$ cat config.mk
export PLATFORM = sky130hd
export DESIGN_NAME = pcm_downmix_resampler_unit_flat
export DESIGN_NICKNAME = d
export VERILOG_FILES = /design/src/rtl/pdr_pkg.sv /design/src/rtl/pdr_in_if.sv /design/src/rtl/pdr_out_if.sv /design/src/rtl/pcm_downmix_resampler_unit.sv /design/src/rtl/pdr_front.sv /design/src/rtl/pdr_div.sv /design/src/rtl/pdr_back.sv /design/src/flat_wrapper.sv
export SDC_FILE = /design/constraint.sdc
export NUM_CORES = 2
export LEC_CHECK = 0
export ABC_AREA = 1
export BUFFER_PORTS_ARGS = -buffer_cell sky130_fd_sc_hd__buf_2
export CORE_UTILIZATION = 65
export CTS_CLUSTER_SIZE = 20
export DETAILED_ROUTE_END_ITERATION = 8
export PLACE_DENSITY = 0.8
export SYNTH_ARGS = -nofsm -noshare
export SYNTH_HDL_FRONTEND = slang
export SYNTH_HIERARCHICAL = 1
export SYNTH_SLANG_ARGS = --single-unit
$ cat constraint.sdc
create_clock -name clk -period 10.35 [get_ports clk]
set_clock_uncertainty 0.05 [all_clocks]
set_input_delay 2.07 -clock clk [delete_from_list [all_inputs] [get_ports clk]]
set_output_delay 2.07 -clock clk [all_outputs]
set_load 0.05 [all_outputs]
$ cat src/rtl/pdr_pkg.sv
// Shared types and constants of the PCM downmix resampler.
package pdr_pkg;

  localparam int unsigned MAX_CHANNELS      = 16;
  localparam int unsigned MAX_OUTPUT_FRAMES = 2880;
  localparam int unsigned OUTPUT_RATE       = 48000;
  localparam int unsigned RESULT_LIMIT      = 8;
  localparam int unsigned RATE_LOW          = 8000;
  localparam int unsigned RATE_HIGH         = 192000;

  localparam logic [1:0] FMT_FLOAT32 = 2'd0;
  localparam logic [1:0] FMT_PCM16   = 2'd1;
  localparam logic [1:0] FMT_PCM24   = 2'd2;
  localparam logic [1:0] FMT_PCM32   = 2'd3;

  localparam logic [1:0] REG_FORMAT   = 2'd0;
  localparam logic [1:0] REG_CHANNELS = 2'd1;
  localparam logic [1:0] REG_RATE     = 2'd2;

  localparam logic CMD_HEADER = 1'b0;
  localparam logic CMD_SAMPLE = 1'b1;

  localparam int unsigned DIV_NUM_W = 52;
  localparam int unsigned DIV_DEN_W = 29;
  localparam int unsigned DIV_CNT_W = 6;

  localparam int unsigned QUEUE_DEPTH = 4;
  localparam int unsigned QPTR_W      = 2;

  typedef struct packed {
    logic [1:0]  sample_format;
    logic [4:0]  channels;
    logic [17:0] rate;
  } pdr_cfg_t;

  typedef struct packed {
    logic               command;
    logic [13:0]        frame_count;
    logic               silent;
    logic signed [24:0] sample;
  } pdr_entry_t;

  typedef struct packed {
    logic                 start;
    logic [DIV_NUM_W-1:0] num;
    logic [DIV_DEN_W-1:0] den;
  } pdr_div_req_t;

  typedef struct packed {
    logic                 done;
    logic [DIV_NUM_W-1:0] quo;
  } pdr_div_rsp_t;

endpackage

$ cat src/rtl/pdr_in_if.sv
// Input channel: headers and channel samples.
interface pdr_in_if;
  logic        valid;
  logic        ready;
  logic        command;
  logic [13:0] frame_count;
  logic        silent;
  logic [31:0] sample_word;

  modport source (output valid, command, frame_count, silent, sample_word, input ready);
  modport sink (input valid, command, frame_count, silent, sample_word, output ready);
endinterface

$ cat src/rtl/pdr_out_if.sv
// Result channel: stereo Q1.23 frames and status.
interface pdr_out_if;
  logic               valid;
  logic               ready;
  logic signed [23:0] left_out;
  logic signed [23:0] right_out;
  logic               last_frame;
  logic               status;

  modport source (output valid, left_out, right_out, last_frame, status, input ready);
  modport sink (input valid, left_out, right_out, last_frame, status, output ready);
endinterface

$ cat src/rtl/pcm_downmix_resampler_unit.sv
// Top level of the PCM downmix resampler: configuration registers and wiring.
// Items enter a four-beat queue at one per cycle while it has room; the back end
// then takes one queued beat at a time. A frame-closing sample also goes through
// the two peak divisions when more than two channels are configured and the mixed
// peak exceeds full scale, then through its output frames and the wait for each
// result to be taken. A header runs a division in the shared bit-serial divider.
// The rate register value is saturated to 8000..192000 Hz and the channel count
// to 1..16.
module pcm_downmix_resampler_unit
  import pdr_pkg::*;
(
  input  logic        clk,
  input  logic        rst_n,
  pdr_in_if.sink      in_ch,
  pdr_out_if.source   out_ch,
  input  logic        cfg_we,
  input  logic [1:0]  cfg_index,
  input  logic [17:0] cfg_data
);

  logic [1:0]   fmt_r;
  logic [4:0]   chans_r;
  logic [17:0]  rate_r;
  pdr_cfg_t     cfg;
  logic         q_empty;
  logic         q_pop;
  pdr_entry_t   head;
  pdr_div_req_t div_req;
  pdr_div_rsp_t div_rsp;

  always_ff @(posedge clk) begin
    if (!rst_n) begin
      fmt_r   <= FMT_PCM16;
      chans_r <= 5'd2;
      rate_r  <= 18'(OUTPUT_RATE);
    end else if (cfg_we) begin
      case (cfg_index)
        REG_FORMAT:   fmt_r   <= cfg_data[1:0];
        REG_CHANNELS: chans_r <= cfg_data[4:0];
        REG_RATE:     rate_r  <= cfg_data;
        default: ;
      endcase
    end
  end

  always_comb begin
    cfg.sample_format = fmt_r;
    if (chans_r == 5'd0) cfg.channels = 5'd1;
    else if (chans_r > 5'(MAX_CHANNELS)) cfg.channels = 5'(MAX_CHANNELS);
    else cfg.channels = chans_r;
    if (rate_r < 18'(RATE_LOW)) cfg.rate = 18'(RATE_LOW);
    else if (rate_r > 18'(RATE_HIGH)) cfg.rate = 18'(RATE_HIGH);
    else cfg.rate = rate_r;
  end

  pdr_front u_front (
    .clk   (clk),
    .rst_n (rst_n),
    .cfg   (cfg),
    .in_ch (in_ch),
    .pop   (q_pop),
    .empty (q_empty),
    .head  (head)
  );

  pdr_div u_div (
    .clk   (clk),
    .rst_n (rst_n),
    .req   (div_req),
    .rsp   (div_rsp)
  );

  pdr_back u_back (
    .clk     (clk),
    .rst_n   (rst_n),
    .cfg     (cfg),
    .q_empty (q_empty),
    .head    (head),
    .q_pop   (q_pop),
    .div_req (div_req),
    .div_rsp (div_rsp),
    .out_ch  (out_ch)
  );

endmodule

$ cat src/rtl/pdr_front.sv
// Front end: sample decoding and the beat queue toward the back end.
module pdr_front
  import pdr_pkg::*;
(
  input  logic        clk,
  input  logic        rst_n,
  input  pdr_cfg_t    cfg,
  pdr_in_if.sink      in_ch,
  input  logic        pop,
  output logic        empty,
  output pdr_entry_t  head
);

  pdr_entry_t         q_r [QUEUE_DEPTH];
  logic [QPTR_W-1:0]  wr_ptr_r;
  logic [QPTR_W-1:0]  rd_ptr_r;
  logic [QPTR_W:0]    count_r;
  logic               push;
  logic               do_pop;
  pdr_entry_t         entry;

  function automatic logic signed [24:0] decode(input logic [1:0] fmt, input logic [31:0] v);
    logic [7:0]  e;
    logic [22:0] m;
    logic [4:0]  sh;
    logic [25:0] mag;
    logic [25:0] rnd;
    begin
      e   = v[30:23];
      m   = v[22:0];
      sh  = 5'd0;
      mag = '0;
      rnd = '0;
      case (fmt)
        FMT_PCM16: decode = {v[15], v[15:0], 8'h00};
        FMT_PCM24: decode = {v[23], v[23:0]};
        FMT_PCM32: decode = {v[31], v[31:8]};
        default: begin
          if (e == 8'hFF && m != 23'd0) begin
            mag = '0;
          end else if (e >= 8'd127) begin
            mag = 26'h0800000;
          end else if (e == 8'd0 || e < 8'd102) begin
            mag = '0;
          end else begin
            sh  = 5'(8'd127 - e);
            rnd = 26'd1 << (sh - 5'd1);
            mag = ({2'b00, 1'b1, m} + rnd) >> sh;
          end
          decode = v[31] ? -$signed(mag[24:0]) : $signed(mag[24:0]);
        end
      endcase
    end
  endfunction

  assign in_ch.ready = (count_r != (QPTR_W + 1)'(QUEUE_DEPTH));
  assign push        = in_ch.valid && in_ch.ready;
  assign empty       = (count_r == '0);
  assign do_pop      = pop && !empty;
  assign head        = q_r[rd_ptr_r];

  always_comb begin
    entry.command     = in_ch.command;
    entry.frame_count = in_ch.frame_count;
    entry.silent      = in_ch.silent;
    entry.sample      = decode(cfg.sample_format, in_ch.sample_word);
  end

  always_ff @(posedge clk) begin
    if (push) begin
      q_r[wr_ptr_r] <= entry;
    end
    if (!rst_n) begin
      wr_ptr_r <= '0;
      rd_ptr_r <= '0;
      count_r  <= '0;
    end else begin
      if (push) wr_ptr_r <= wr_ptr_r + 1'b1;
      if (do_pop) rd_ptr_r <= rd_ptr_r + 1'b1;
      if (push && !do_pop) count_r <= count_r + 1'b1;
      else if (!push && do_pop) count_r <= count_r - 1'b1;
    end
  end

endmodule

$ cat src/rtl/pdr_div.sv
// Shared restoring divider, one quotient bit per cycle.
module pdr_div
  import pdr_pkg::*;
(
  input  logic          clk,
  input  logic          rst_n,
  input  pdr_div_req_t  req,
  output pdr_div_rsp_t  rsp
);

  logic [DIV_NUM_W-1:0] num_r;
  logic [DIV_DEN_W-1:0] den_r;
  logic [DIV_DEN_W-1:0] rem_r;
  logic [DIV_CNT_W-1:0] cnt_r;
  logic                 busy_r;
  logic                 done_r;
  logic [DIV_DEN_W:0]   trial;
  logic                 fits;

  assign trial = {rem_r, num_r[DIV_NUM_W-1]};
  assign fits  = (trial >= {1'b0, den_r});

  assign rsp.done = done_r;
  assign rsp.quo  = num_r;

  always_ff @(posedge clk) begin
    if (!rst_n) begin
      busy_r <= 1'b0;
      done_r <= 1'b0;
      cnt_r  <= '0;
    end else begin
      done_r <= 1'b0;
      if (req.start) begin
        num_r  <= req.num;
        den_r  <= req.den;
        rem_r  <= '0;
        cnt_r  <= DIV_CNT_W'(DIV_NUM_W);
        busy_r <= 1'b1;
      end else if (busy_r) begin
        rem_r <= fits ? DIV_DEN_W'(trial - {1'b0, den_r}) : trial[DIV_DEN_W-1:0];
        num_r <= {num_r[DIV_NUM_W-2:0], fits};
        cnt_r <= cnt_r - 1'b1;
        if (cnt_r == DIV_CNT_W'(1)) begin
          busy_r <= 1'b0;
          done_r <= 1'b1;
        end
      end
    end
  end

endmodule

$ cat src/rtl/pdr_back.sv
// Back end: packet state, downmix, peak scaling and frame emission.
module pdr_back
  import pdr_pkg::*;
(
  input  logic          clk,
  input  logic          rst_n,
  input  pdr_cfg_t      cfg,
  input  logic          q_empty,
  input  pdr_entry_t    head,
  output logic          q_pop,
  output pdr_div_req_t  div_req,
  input  pdr_div_rsp_t  div_rsp,
  pdr_out_if.source     out_ch
);

  typedef enum logic [3:0] {
    S_IDLE, S_CHK, S_OUT, S_DISP, S_HDIV, S_HERR, S_PEAK, S_DL, S_DR, S_FIN
  } state_t;

  localparam logic [18:0] PH_STEP = 19'(2 * OUTPUT_RATE);
  localparam logic [29:0] FULL    = 30'(8388608);

  state_t             state_r;
  pdr_entry_t         ent_r;
  logic [3:0]         chpos_r;
  logic signed [29:0] left_r;
  logic signed [29:0] right_r;
  logic [13:0]        si_r;
  logic [13:0]        plen_r;
  logic [11:0]        oi_r;
  logic [11:0]        ot_r;
  logic [14:0]        ph_q_r;
  logic [18:0]        ph_rem_r;
  logic               silence_r;
  logic               drop_r;
  logic [13:0]        j_r;
  logic               pre_r;
  logic [3:0]         n_r;
  logic [29:0]        peak_r;
  pdr_div_req_t       div_req_r;
  logic               ov_r;
  logic signed [23:0] ol_r;
  logic signed [23:0] or_r;
  logic               olast_r;
  logic               ostat_r;

  logic signed [17:0] w;
  logic               to_l;
  logic               to_r;
  logic signed [42:0] prod;
  logic signed [29:0] term;
  logic signed [29:0] base_l;
  logic signed [29:0] base_r;
  logic signed [29:0] sum_l;
  logic signed [29:0] sum_r;
  logic [4:0]         chpos_inc;
  logic [29:0]        abs_l;
  logic [29:0]        abs_r;
  logic [29:0]        peak;
  logic [14:0]        src;
  logic [13:0]        plen_m1;
  logic               handshake;
  logic               owed;

  function automatic logic signed [23:0] sat24(input logic signed [29:0] x);
    if (x > 30'sd8388607) sat24 = 24'sh7FFFFF;
    else if (x < -30'sd8388608) sat24 = 24'sh800000;
    else sat24 = x[23:0];
  endfunction

  function automatic logic signed [29:0] scaled(input logic signed [29:0] x,
                                                 input logic [DIV_NUM_W-1:0] q);
    logic [29:0] m;
    begin
      m = (q > DIV_NUM_W'(FULL)) ? FULL : q[29:0];
      scaled = x[29] ? -$signed(m) : $signed(m);
    end
  endfunction

  assign q_pop      = (state_r == S_IDLE) && !q_empty;
  assign div_req    = div_req_r;
  assign handshake  = ov_r && out_ch.ready;
  assign out_ch.valid      = ov_r;
  assign out_ch.left_out   = ol_r;
  assign out_ch.right_out  = or_r;
  assign out_ch.last_frame = olast_r;
  assign out_ch.status     = ostat_r;

  always_comb begin
    w    = 18'sd65536;
    to_l = 1'b0;
    to_r = 1'b0;
    case (chpos_r)
      4'd0: to_l = 1'b1;
      4'd1: to_r = 1'b1;
      4'd2: begin w = 18'sd46341; to_l = 1'b1; to_r = 1'b1; end
      4'd3: begin w = 18'sd32768; to_l = 1'b1; to_r = 1'b1; end
      4'd4, 4'd6: begin w = 18'sd46341; to_l = 1'b1; end
      4'd5, 4'd7: begin w = 18'sd46341; to_r = 1'b1; end
      default: begin
        w    = 18'sd32768;
        to_l = !chpos_r[0];
        to_r = chpos_r[0];
      end
    endcase
  end

  assign prod      = ent_r.sample * w;
  assign term      = 30'((prod + 43'sd32768) >>> 16);
  assign base_l    = (chpos_r == 4'd0) ? '0 : left_r;
  assign base_r    = (chpos_r == 4'd0) ? '0 : right_r;
  assign sum_l     = to_l ? base_l + term : base_l;
  assign sum_r     = to_r ? base_r + term : base_r;
  assign chpos_inc = {1'b0, chpos_r} + 5'd1;
  assign abs_l     = left_r[29] ? 30'(-left_r) : left_r;
  assign abs_r     = right_r[29] ? 30'(-right_r) : right_r;
  assign peak      = (abs_l > abs_r) ? abs_l : abs_r;
  assign plen_m1   = plen_r - 14'd1;
  assign src       = (ph_q_r > {1'b0, plen_m1}) ? {1'b0, plen_m1} : ph_q_r;
  assign owed      = !drop_r && plen_r != '0 && si_r >= plen_r && oi_r < ot_r;

  always_ff @(posedge clk) begin
    if (!rst_n) begin
      state_r   <= S_IDLE;
      chpos_r   <= '0;
      left_r    <= '0;
      right_r   <= '0;
      si_r      <= '0;
      plen_r    <= '0;
      oi_r      <= '0;
      ot_r      <= '0;
      ph_q_r    <= '0;
      ph_rem_r  <= '0;
      silence_r <= 1'b0;
      drop_r    <= 1'b1;
      pre_r     <= 1'b0;
      n_r       <= '0;
      ov_r      <= 1'b0;
      div_req_r <= '0;
    end else begin
      div_req_r.start <= 1'b0;
      case (state_r)
        S_IDLE: begin
          if (!q_empty) begin
            ent_r <= head;
            n_r   <= '0;
            if (owed) begin
              j_r     <= plen_m1;
              pre_r   <= 1'b1;
              state_r <= S_CHK;
            end else begin
              state_r <= S_DISP;
            end
          end
        end
        S_CHK: begin
          if (n_r < 4'(RESULT_LIMIT) && oi_r < ot_r) begin
            if (ph_rem_r >= PH_STEP) begin
              ph_rem_r <= ph_rem_r - PH_STEP;
              ph_q_r   <= ph_q_r + 15'd1;
            end else if (src > {1'b0, j_r}) begin
              state_r <= pre_r ? S_DISP : S_IDLE;
            end else begin
              ov_r    <= 1'b1;
              ol_r    <= sat24(left_r);
              or_r    <= sat24(right_r);
              olast_r <= (oi_r + 12'd1 == ot_r);
              ostat_r <= 1'b0;
              state_r <= S_OUT;
            end
          end else begin
            state_r <= pre_r ? S_DISP : S_IDLE;
          end
        end
        S_OUT: begin
          if (handshake) begin
            ov_r     <= 1'b0;
            oi_r     <= oi_r + 12'd1;
            ph_rem_r <= ph_rem_r + {cfg.rate, 1'b0};
            n_r      <= n_r + 4'd1;
            state_r  <= S_CHK;
          end
        end
        S_DISP: begin
          pre_r <= 1'b0;
          if (ent_r.command == CMD_HEADER) begin
            chpos_r   <= '0;
            left_r    <= '0;
            right_r   <= '0;
            si_r      <= '0;
            oi_r      <= '0;
            ot_r      <= '0;
            ph_q_r    <= '0;
            ph_rem_r  <= 19'(OUTPUT_RATE);
            silence_r <= ent_r.silent;
            plen_r    <= ent_r.frame_count;
            if (ent_r.frame_count == '0) begin
              drop_r  <= 1'b1;
              state_r <= S_IDLE;
            end else begin
              div_req_r.start <= 1'b1;
              div_req_r.num   <= DIV_NUM_W'(31'(ent_r.frame_count) * 31'(2 * OUTPUT_RATE)
                                            + 31'(cfg.rate));
              div_req_r.den   <= DIV_DEN_W'({cfg.rate, 1'b0});
              state_r         <= S_HDIV;
            end
          end else if (drop_r || si_r >= plen_r) begin
            state_r <= S_IDLE;
          end else begin
            if (cfg.channels == 5'd1) begin
              left_r  <= 30'(ent_r.sample);
              right_r <= 30'(ent_r.sample);
            end else begin
              left_r  <= sum_l;
              right_r <= sum_r;
            end
            if (chpos_inc < cfg.channels) begin
              chpos_r <= chpos_inc[3:0];
              state_r <= S_IDLE;
            end else begin
              chpos_r <= '0;
              state_r <= (cfg.channels > 5'd2) ? S_PEAK : S_FIN;
            end
          end
        end
        S_HDIV: begin
          if (div_rsp.done) begin
            if (div_rsp.quo inside {52'd120, 52'd240, 52'd480, 52'd960, 52'd1920, 52'd2880}
                && div_rsp.quo <= DIV_NUM_W'(MAX_OUTPUT_FRAMES)) begin
              drop_r  <= 1'b0;
              ot_r    <= div_rsp.quo[11:0];
              state_r <= S_IDLE;
            end else begin
              drop_r  <= 1'b1;
              ov_r    <= 1'b1;
              ol_r    <= '0;
              or_r    <= '0;
              olast_r <= 1'b0;
              ostat_r <= 1'b1;
              state_r <= S_HERR;
            end
          end
        end
        S_HERR: begin
          if (handshake) begin
            ov_r    <= 1'b0;
            state_r <= S_IDLE;
          end
        end
        S_PEAK: begin
          if (peak > FULL) begin
            peak_r          <= peak;
            div_req_r.start <= 1'b1;
            div_req_r.num   <= {abs_l[28:0], 23'd0} + DIV_NUM_W'(peak[29:1]);
            div_req_r.den   <= peak[28:0];
            state_r         <= S_DL;
          end else begin
            state_r <= S_FIN;
          end
        end
        S_DL: begin
          if (div_rsp.done) begin
            left_r          <= scaled(left_r, div_rsp.quo);
            div_req_r.start <= 1'b1;
            div_req_r.num   <= {abs_r[28:0], 23'd0} + DIV_NUM_W'(peak_r[29:1]);
            div_req_r.den   <= peak_r[28:0];
            state_r         <= S_DR;
          end
        end
        S_DR: begin
          if (div_rsp.done) begin
            right_r <= scaled(right_r, div_rsp.quo);
            state_r <= S_FIN;
          end
        end
        S_FIN: begin
          if (silence_r) begin
            left_r  <= '0;
            right_r <= '0;
          end
          j_r     <= si_r;
          si_r    <= si_r + 14'd1;
          pre_r   <= 1'b0;
          state_r <= S_CHK;
        end
        default: state_r <= S_IDLE;
      endcase
    end
  end

endmodule

$ cat src/flat_wrapper.sv
// flat-port wrapper written by rule: the top's interface ports become plain ports
module pcm_downmix_resampler_unit_flat import pdr_pkg::*;
  (clk, rst_n, cfg_we, cfg_index, cfg_data, in_ch_valid, in_ch_command, in_ch_frame_count, in_ch_silent, in_ch_sample_word, in_ch_ready, out_ch_valid, out_ch_left_out, out_ch_right_out, out_ch_last_frame, out_ch_status, out_ch_ready);
  pdr_in_if in_ch_i ();
  pdr_out_if out_ch_i ();
  input  logic clk;
  input  logic rst_n;
  input  logic cfg_we;
  input  logic [1:0] cfg_index;
  input  logic [17:0] cfg_data;
  input wire logic [$bits(in_ch_i.valid)-1:0] in_ch_valid;
  input wire logic [$bits(in_ch_i.command)-1:0] in_ch_command;
  input wire logic [$bits(in_ch_i.frame_count)-1:0] in_ch_frame_count;
  input wire logic [$bits(in_ch_i.silent)-1:0] in_ch_silent;
  input wire logic [$bits(in_ch_i.sample_word)-1:0] in_ch_sample_word;
  output wire logic [$bits(in_ch_i.ready)-1:0] in_ch_ready;
  output wire logic [$bits(out_ch_i.valid)-1:0] out_ch_valid;
  output wire logic [$bits(out_ch_i.left_out)-1:0] out_ch_left_out;
  output wire logic [$bits(out_ch_i.right_out)-1:0] out_ch_right_out;
  output wire logic [$bits(out_ch_i.last_frame)-1:0] out_ch_last_frame;
  output wire logic [$bits(out_ch_i.status)-1:0] out_ch_status;
  input wire logic [$bits(out_ch_i.ready)-1:0] out_ch_ready;
  assign in_ch_i.valid = in_ch_valid;
  assign in_ch_i.command = in_ch_command;
  assign in_ch_i.frame_count = in_ch_frame_count;
  assign in_ch_i.silent = in_ch_silent;
  assign in_ch_i.sample_word = in_ch_sample_word;
  assign in_ch_ready = in_ch_i.ready;
  assign out_ch_valid = out_ch_i.valid;
  assign out_ch_left_out = out_ch_i.left_out;
  assign out_ch_right_out = out_ch_i.right_out;
  assign out_ch_last_frame = out_ch_i.last_frame;
  assign out_ch_status = out_ch_i.status;
  assign out_ch_i.ready = out_ch_ready;
  pcm_downmix_resampler_unit u_core (.clk(clk), .rst_n(rst_n), .in_ch(in_ch_i), .out_ch(out_ch_i), .cfg_we(cfg_we), .cfg_index(cfg_index), .cfg_data(cfg_data));
endmodule
# Yosys cells after proc, flatten, opt, wreduce, memory -nomap -nowiden
# Memories as Yosys holds them, arrays and structs flattened. A register that Yosys moved wholly into a read port is not among the register bits.
# Cells that the tools add are included.
[classes]
add_sub_neg = 27
mul = 2
div_mod_pow = 0
order_cmp = 22
n_eq_ne = 54
shift = 2
mux = 138
bitwise_logic = 4
n_reduce_logical = 79
[op_table]
columns = ["op", "n"]
rows = [
  ["$mux W30", 19],
  ["$mux W82", 4],
  ["$mux W24", 12],
  ["$pmux W82 S3", 1],
  ["$pmux W30 S3", 2],
  ["$mux W25", 5],
  ["$add A52 B29 Y52", 2],
  ["$mux W52", 2],
  ["$pmux W24 S2", 2],
  ["$gt A30 B24 Y1 const B", 3],
  ["$neg A30 Y30", 3],
  ["$mux W19", 4],
  ["$pmux W25 S3", 1],
  ["$mux W4", 18],
  ["$add A30 B27 Y30", 2],
  ["$lt A30 B24 Y1 const B", 2],
  ["$mux W15", 4],
  ["$mux W29", 2],
  ["$pmux W19 S3", 1],
  ["$pmux W14 S2", 2],
  ["$eq A52 B10 Y1 const B", 1],
  ["$eq A52 B11 Y1 const B", 1],
  ["$eq A52 B12 Y1 const B", 1],
  ["$eq A52 B7 Y1 const B", 1],
  ["other kinds (92)", 233],
]
[word_totals]
regBits = 488
latchBits = 0
ramBits = 164
romBits = 0
input_bits = 73
output_inout_bits = 52
word_cells = 366
n_memories = 1
[mem_list]
columns = ["name", "depth", "word_bits", "read_ports", "rd_ports_with_merged_regs", "wr", "line", "text"]
rows = [
  ["u_core.u_front.q_r", 4, 41, 1, 1, 1, "pdr_front.sv:14", "pdr_entry_t q_r [QUEUE_DEPTH];"],
]

# Depth between registers and ports, before layout
[depth]
depth_word = 12
depth_mapped = 54
mapped_depth_nobuf = 53

# By module
# The synthesis kept the hierarchy.
[by_module_without_submodules]
columns = ["mod", "n_inst", "cells_each", "area_per_inst_um2", "seq_area_each_um2"]
rows = [
  ["pdr_back", 1, 6161, 41919.0, 8758.4],
  ["pdr_front", 1, 1520, 11703.7, 5104.9],
  ["pdr_div", 1, 960, 7255.7, 3463.3],
  ["pcm_downmix_resampler_unit", 1, 179, 1212.4, 500.5],
]

# Least setup slack after synthesis
# OpenSTA, ideal clock, no wires.
[synth_path]
path_kind = "flip-flop to flip-flop"
start = "reg u_core.u_back.chpos_r[0]"
end = "reg u_core.u_back.left_r[20]"
setup_time_ns = 0.119
t_arrival_ns = 7.989
required_time_ns = 10.181
path_slack_ns = 2.191
stages_incl_launch_ff = 49
path_buffers = 1
synth_period_minus_slack_ns = 8.159
path_cell_list = "dfxtp_1 -> inv_1 -> ha_1 -> or2_2 -> o21ai_0 -> nand2_1 -> inv_2 -> nand2_1 -> clkbuf_1 -> nand2_1 -> inv_1 -> ha_1 -> fa_1 -> inv_1 -> fa_1 -> inv_1 -> fa_1 -> fa_1 -> [... 13 more ...] -> o31ai_1 -> inv_1 -> o21ai_0 -> nand2_1 -> nand2_1 -> nand2_1 -> nand2_1 -> nand2_1 -> a21boi_0 -> nand2_1 -> nand3_1 -> nand2_1 -> xor2_1 -> nand2_1 -> nand2_1 -> nand2_1 -> nand2_1 -> a21oi_1"
[synth_via]
elab_chain_cells = 11
word_cells_on_any_way = 24
cone_classes = "add/sub: 2; mul: 1; eq/ne: 7; mux: 8; reduce/logical: 6"
[synth_lines]
columns = ["item", "line", "text"]
rows = [
  ["start: declaration", "pdr_back.sv:25", "logic [3:0] chpos_r;"],
  ["start signal: assignment", "pdr_back.sv:218", "chpos_r <= chpos_inc[3:0];"],
  ["$eq A4 B3 Y1 (tied with other cells)", "pdr_back.sv:93", "case (chpos_r)"],
  ["$reduce_or A5 Y1 (no line) or $reduce_or A2 Y1 (tied branches)", "--", ""],
  ["$pmux W17 S2", "pdr_back.sv:93", ""],
  ["$mul A25 B18 Y43", "pdr_back.sv:108", "assign prod = ent_r.sample * w;"],
  ["$add A43 B17 Y43", "pdr_back.sv:109", "assign term = 30'((prod + 43'sd32768) >>> 16);"],
  ["$add A30 B27 Y30", "pdr_back.sv:112", "assign sum_l = to_l ? base_l + term : base_l;"],
  ["$mux W30 (*)", "pdr_back.sv:112", ""],
  ["$mux W30 (*)", "pdr_back.sv:210", "if (cfg.channels == 5'd1) begin"],
  ["$mux W30 (*)", "pdr_back.sv:207", "end else if (drop_r || si_r >= plen_r) begin"],
  ["$mux W30 (*)", "pdr_back.sv:186", "if (ent_r.command == CMD_HEADER) begin"],
  ["$pmux W30 S3 (*)", "pdr_back.sv:142", "case (state_r)"],
  ["end signal: assignment", "pdr_back.sv:211", "left_r <= 30'(ent_r.sample);"],
  ["end signal: assignment", "pdr_back.sv:214", "left_r <= sum_l;"],
  ["end signal: assignment", "pdr_back.sv:263", "left_r <= scaled(left_r, div_rsp.quo);"],
  ["end: declaration", "pdr_back.sv:26", "logic signed [29:0] left_r;"],
]
# Mark *: on every way between the ends. The rest lies on a longest branch, timed or not. The select of a mux whose other input is x is not followed.
# A chain may end at the register's enable or synchronous reset.

# Worst setup path in the final report
[layout_path]
start = "reg u_core.u_back.chpos_r[0]"
end = "reg u_core.u_back.right_r[15]"
[layout_via]
elab_chain_cells = 11
word_cells_on_any_way = 23
cone_classes = "add/sub: 2; mul: 1; eq/ne: 7; mux: 8; reduce/logical: 5"
[layout_lines]
columns = ["item", "line", "text"]
rows = [
  ["$eq A4 B3 Y1 (tied with other cells)", "pdr_back.sv:93", ""],
  ["$reduce_or A5 Y1 (no line) or $reduce_or A2 Y1 (tied branches)", "--", ""],
  ["$pmux W17 S2", "pdr_back.sv:93", ""],
  ["$mul A25 B18 Y43", "pdr_back.sv:108", ""],
  ["$add A43 B17 Y43", "pdr_back.sv:109", ""],
  ["$add A30 B27 Y30", "pdr_back.sv:113", "assign sum_r = to_r ? base_r + term : base_r;"],
  ["$mux W30 (*)", "pdr_back.sv:113", ""],
  ["$mux W30 (*)", "pdr_back.sv:210", ""],
  ["$mux W30 (*)", "pdr_back.sv:207", ""],
  ["$mux W30 (*)", "pdr_back.sv:186", ""],
  ["$pmux W30 S3 (*)", "pdr_back.sv:142", ""],
  ["end signal: assignment", "pdr_back.sv:212", "right_r <= 30'(ent_r.sample);"],
  ["end signal: assignment", "pdr_back.sv:215", "right_r <= sum_r;"],
  ["end signal: assignment", "pdr_back.sv:272", "right_r <= scaled(right_r, div_rsp.quo);"],
  ["end: declaration", "pdr_back.sv:27", "logic signed [29:0] right_r;"],
]
# Marked as above.

==> results.md <==
- Status: finished with violations
- Failing checks: DRC
- TritonCTS buffer count: 73
- Layout Area Growth over Synthesis: 6.62%
- Number of synthesized register bits: 686
- CTS clock-pin slew for the worst setup and hold paths: 0.06 ns
- Cell row count: around 110
- CTS max path bufs: 3
- Register area: roughly 18000 µm²
- Mapped Cells: 8820
- Crit Path Max Fanout: 20
- Cell Area, Synth: between 60000 and 70000 µm²
- Hold path cells: 0
- Most frequently used flop master after synthesis: edfxtp_1
- Critical path endpoint category: flop
- DR iter-0 viols: 8163
- Clk_lat worst skew: 0.67 ns
- Die height: 311 µm
- Vias after detailed routing: 61388
- Min-delay worst type: reg -> reg
- First drt pass iteration count: 9
- Area of the multi-input gates: 37900 µm²
- Total GRT Usage: 0.422
- Die width: 311 µm
- Max incr delay on CP: 0.55 ns
- Vias in the first global route: 57827
- Final #Nets: 9650
- Post-synth ARST share: 0
- Post-Route WL: 209000 µm
- Synth top area cells: edfxtp_1, nand2_1, ha_1
- First-pass GRT wire length: about 320000 µm
- Syn Area/Cell: 7.04 µm²
- Fin Setup TNS: 0 ns
- Slowest CP cell: fa_1
- Fraction of layout instances using a drive strength above 1: 0.0585
- CTS resizes: 0
- YS warnings: 6
- Placed Cells: 10005
- Hold Violations, Final: 0
- Setup crit start kind: flop
- Htree depth: 3
- Initial antenna violation count: 10
- Seq/Total Area, Yosys: 0.287
- Slew headroom: 0.233
- # setup viols final: 0
- Dpl hpwl: 162000 µm
- Net Sw Frac: 0.523
- Critical path type: reg -> reg
- Residual DRC count: 3
- Finished Layout Cells: ~10000
- CP arrival: 9.97 ns
- Sequential Power Share: 0.203
- P_sw: 9590 µW
- Period utilisation layout: 0.918
- Max cap viols: 0
- Fillcell total: 7775
- I/O pin cnt: approximately 130
- Core Box Area: 94000 µm²
- Hold Slack: 0.382 ns
- WP data required: 10.81 ns
- P per Cell Area: 277 nW/µm²
- Synth top area share: 0.198
- Placer congestion estimate: 1.08
- Leakage: roughly 0.033 µW
- Port Buffers: 124
- Maximum operating frequency: 105 MHz
- Total internal power: between 8000 and 9000 µW
- Initial Util: 0.660
- Setup repair bufs after CTS: 0
- Net count after synthesis: about 9600
- Grt ovf: 0
- Clock Sinks: 686
- CTS Hold Bufs: 0
- Clock Power Share: 0.148
- Pin count of the biggest net entering global routing: 88
- Worst-Margin Slew: 1.14 ns
- Reg-to-reg slack, setup: roughly 0.85 ns
- Die ar.: 96800 µm²
- Most common library cell in the layout ignoring fill and taps: nand2_1
- Final ANT Viol Nets: 0
- CTS tree: done
- Worst reg2reg path depth: 42
- Root Driver: clkbuf_16
- Commonest non-fill, non-tap cells in the layout: nand2_1, inv_1, nor2_1
- EDFF count, synth: 409
- Peak supply drop: 0.000718 V
- Comb power frac: 0.649
- Netlist cell types: 68
- Leading area contributor after synthesis: edfxtp_1
- Fin crit period: 9.50 ns
- RSZ-0062 raised after global routing: false
- Slew Limit Fails: 0
- DR WL/cell: 20.6 µm
- Power, Total: 18300 µW
- Crit path top cell by count: nand2_1
- Vias per inst: 6.05
state kept, by name, summed over array words and instances (netlist names), 5 cells and up, named ones only:
| register | cells |
|---|---|
| u_core/u_back/ent_r | 41 |
| u_core/u_back/peak_r | 30 |
| u_core/u_back/j_r | 14 |
| u_core/rate_r | 18 |
| u_core/u_back/div_req | 74 |
| u_core/u_back/left_r | 30 |
| u_core/u_back/plen_r | 14 |
| u_core/u_back/oi_r | 12 |
| u_core/u_back/right_r | 30 |
| u_core/u_back/ot_r | 12 |
| u_core/u_div/num_r | 52 |
| u_core/u_back/ph_rem_r | 18 |
| u_core/u_div/cnt_r | 6 |
| u_core/u_back/si_r | 14 |
| u_core/u_div/rem_r | 29 |
| u_core/u_front/q_r | 164 |
| u_core/u_back/out_ch.right_out | 24 |
| u_core/chans_r | 5 |
| u_core/u_back/out_ch.left_out | 24 |
| u_core/u_back/ph_q_r | 15 |
| u_core/u_div/den_r | 29 |
cell usage after synthesis, types with 31 or more instances:
cell      number
nor4_1        34
edfxtp_1     409
xnor2_1       40
nor2_1      1000
xor2_1       151
fa_1         212
o211ai_1      46
nor3_1        99
or2_2         32
inv_1       1369
a31oi_1       36
nand3b_1      33
nand4_1      121
nor2_2        36
nand2_2       45
a21oi_1      483
o22ai_1       56
inv_2         31
o21ai_1       43
ha_1         539
nand3_1      554
dfxtp_1      277
clkbuf_1     174
buf_2         39
nand2_1     2196
o21ai_0      489
power groups by stage:
stage                     Combinational [µW]  Clock [µW]  Sequential, µW
after floorplan                         8360           0            3800
after global placement                 11000           0            3750
after detailed placement               11400           0            3760
after CTS                              11500        2730            3710
after global routing                   13100        2850            3740
final                                  11900        2720            3720
per-stage QoR:
stage | setup slack, ns | instance area, µm² | utilization
floorplan | 2.19 | 62100 | -
detailed placement | 0.992 | 63700 | 0.677
finish | 0.845 | 66200 | 0.704
global placement | 1.27 | 63700 | 0.677
CTS | 0.973 | 66200 | 0.704
global route | 0.172 | 66200 | 0.704
layout make-up:
type | instances | share of cell area
Inverter | 1415 | 0.0803
Clock inverter | 42 | 0.00697
Timing Repair Buffer | 183 | 0.0161
Sequential cell | 686 | 0.269
Tap cell | 1254 | 0.0237
Antenna cell | 4 | 0.000151
Clock buffer | 93 | 0.0306
Multi-Input combinational cell | 6467 | 0.573
worst paths after layout:
path | from | to
setup / recovery | u_core/u_back/chpos_r[0] | u_core/u_back/right_r[15]
hold / removal | u_core/u_back/div_req[26] | u_core/u_div/den_r[26]
setup reg to reg | u_core/u_back/chpos_r[0] | u_core/u_back/right_r[15]
hold reg to reg | u_core/u_back/div_req[26] | u_core/u_div/den_r[26]
per-layer routing:
layer	part of all wire	GRT usage	vias up
met2	0.44	0.665	3605
li1	-	-	28661
met3	0.11	0.0868	718
met1	0.39	0.546	28392
met5	0.00041	0	-
met4	0.059	0.219	12
cell families after synthesis:
| group | synth area share |
|---|---|
| compound gates | 0.118 |
| xor+xnor | 0.0276 |
| fa+ha+maj | 0.177 |
| buf+inv | 0.104 |
| flops | 0.287 |
| simple gates | 0.287 |
worst max-delay path, delay by kind of cell (launching register included):
family                   cells  cell delay [ns]
XOR/XNOR                     2             0.35
AO/OA/AOI/OAI                7             1.51
flip-flops                   1             0.41
adder cells (fa/ha/maj)      9             3.98
AND/OR/NAND/NOR             16             2.10
buffers and inverters        8             0.95
No activity file was read; power rests on OpenSTA's default activity.
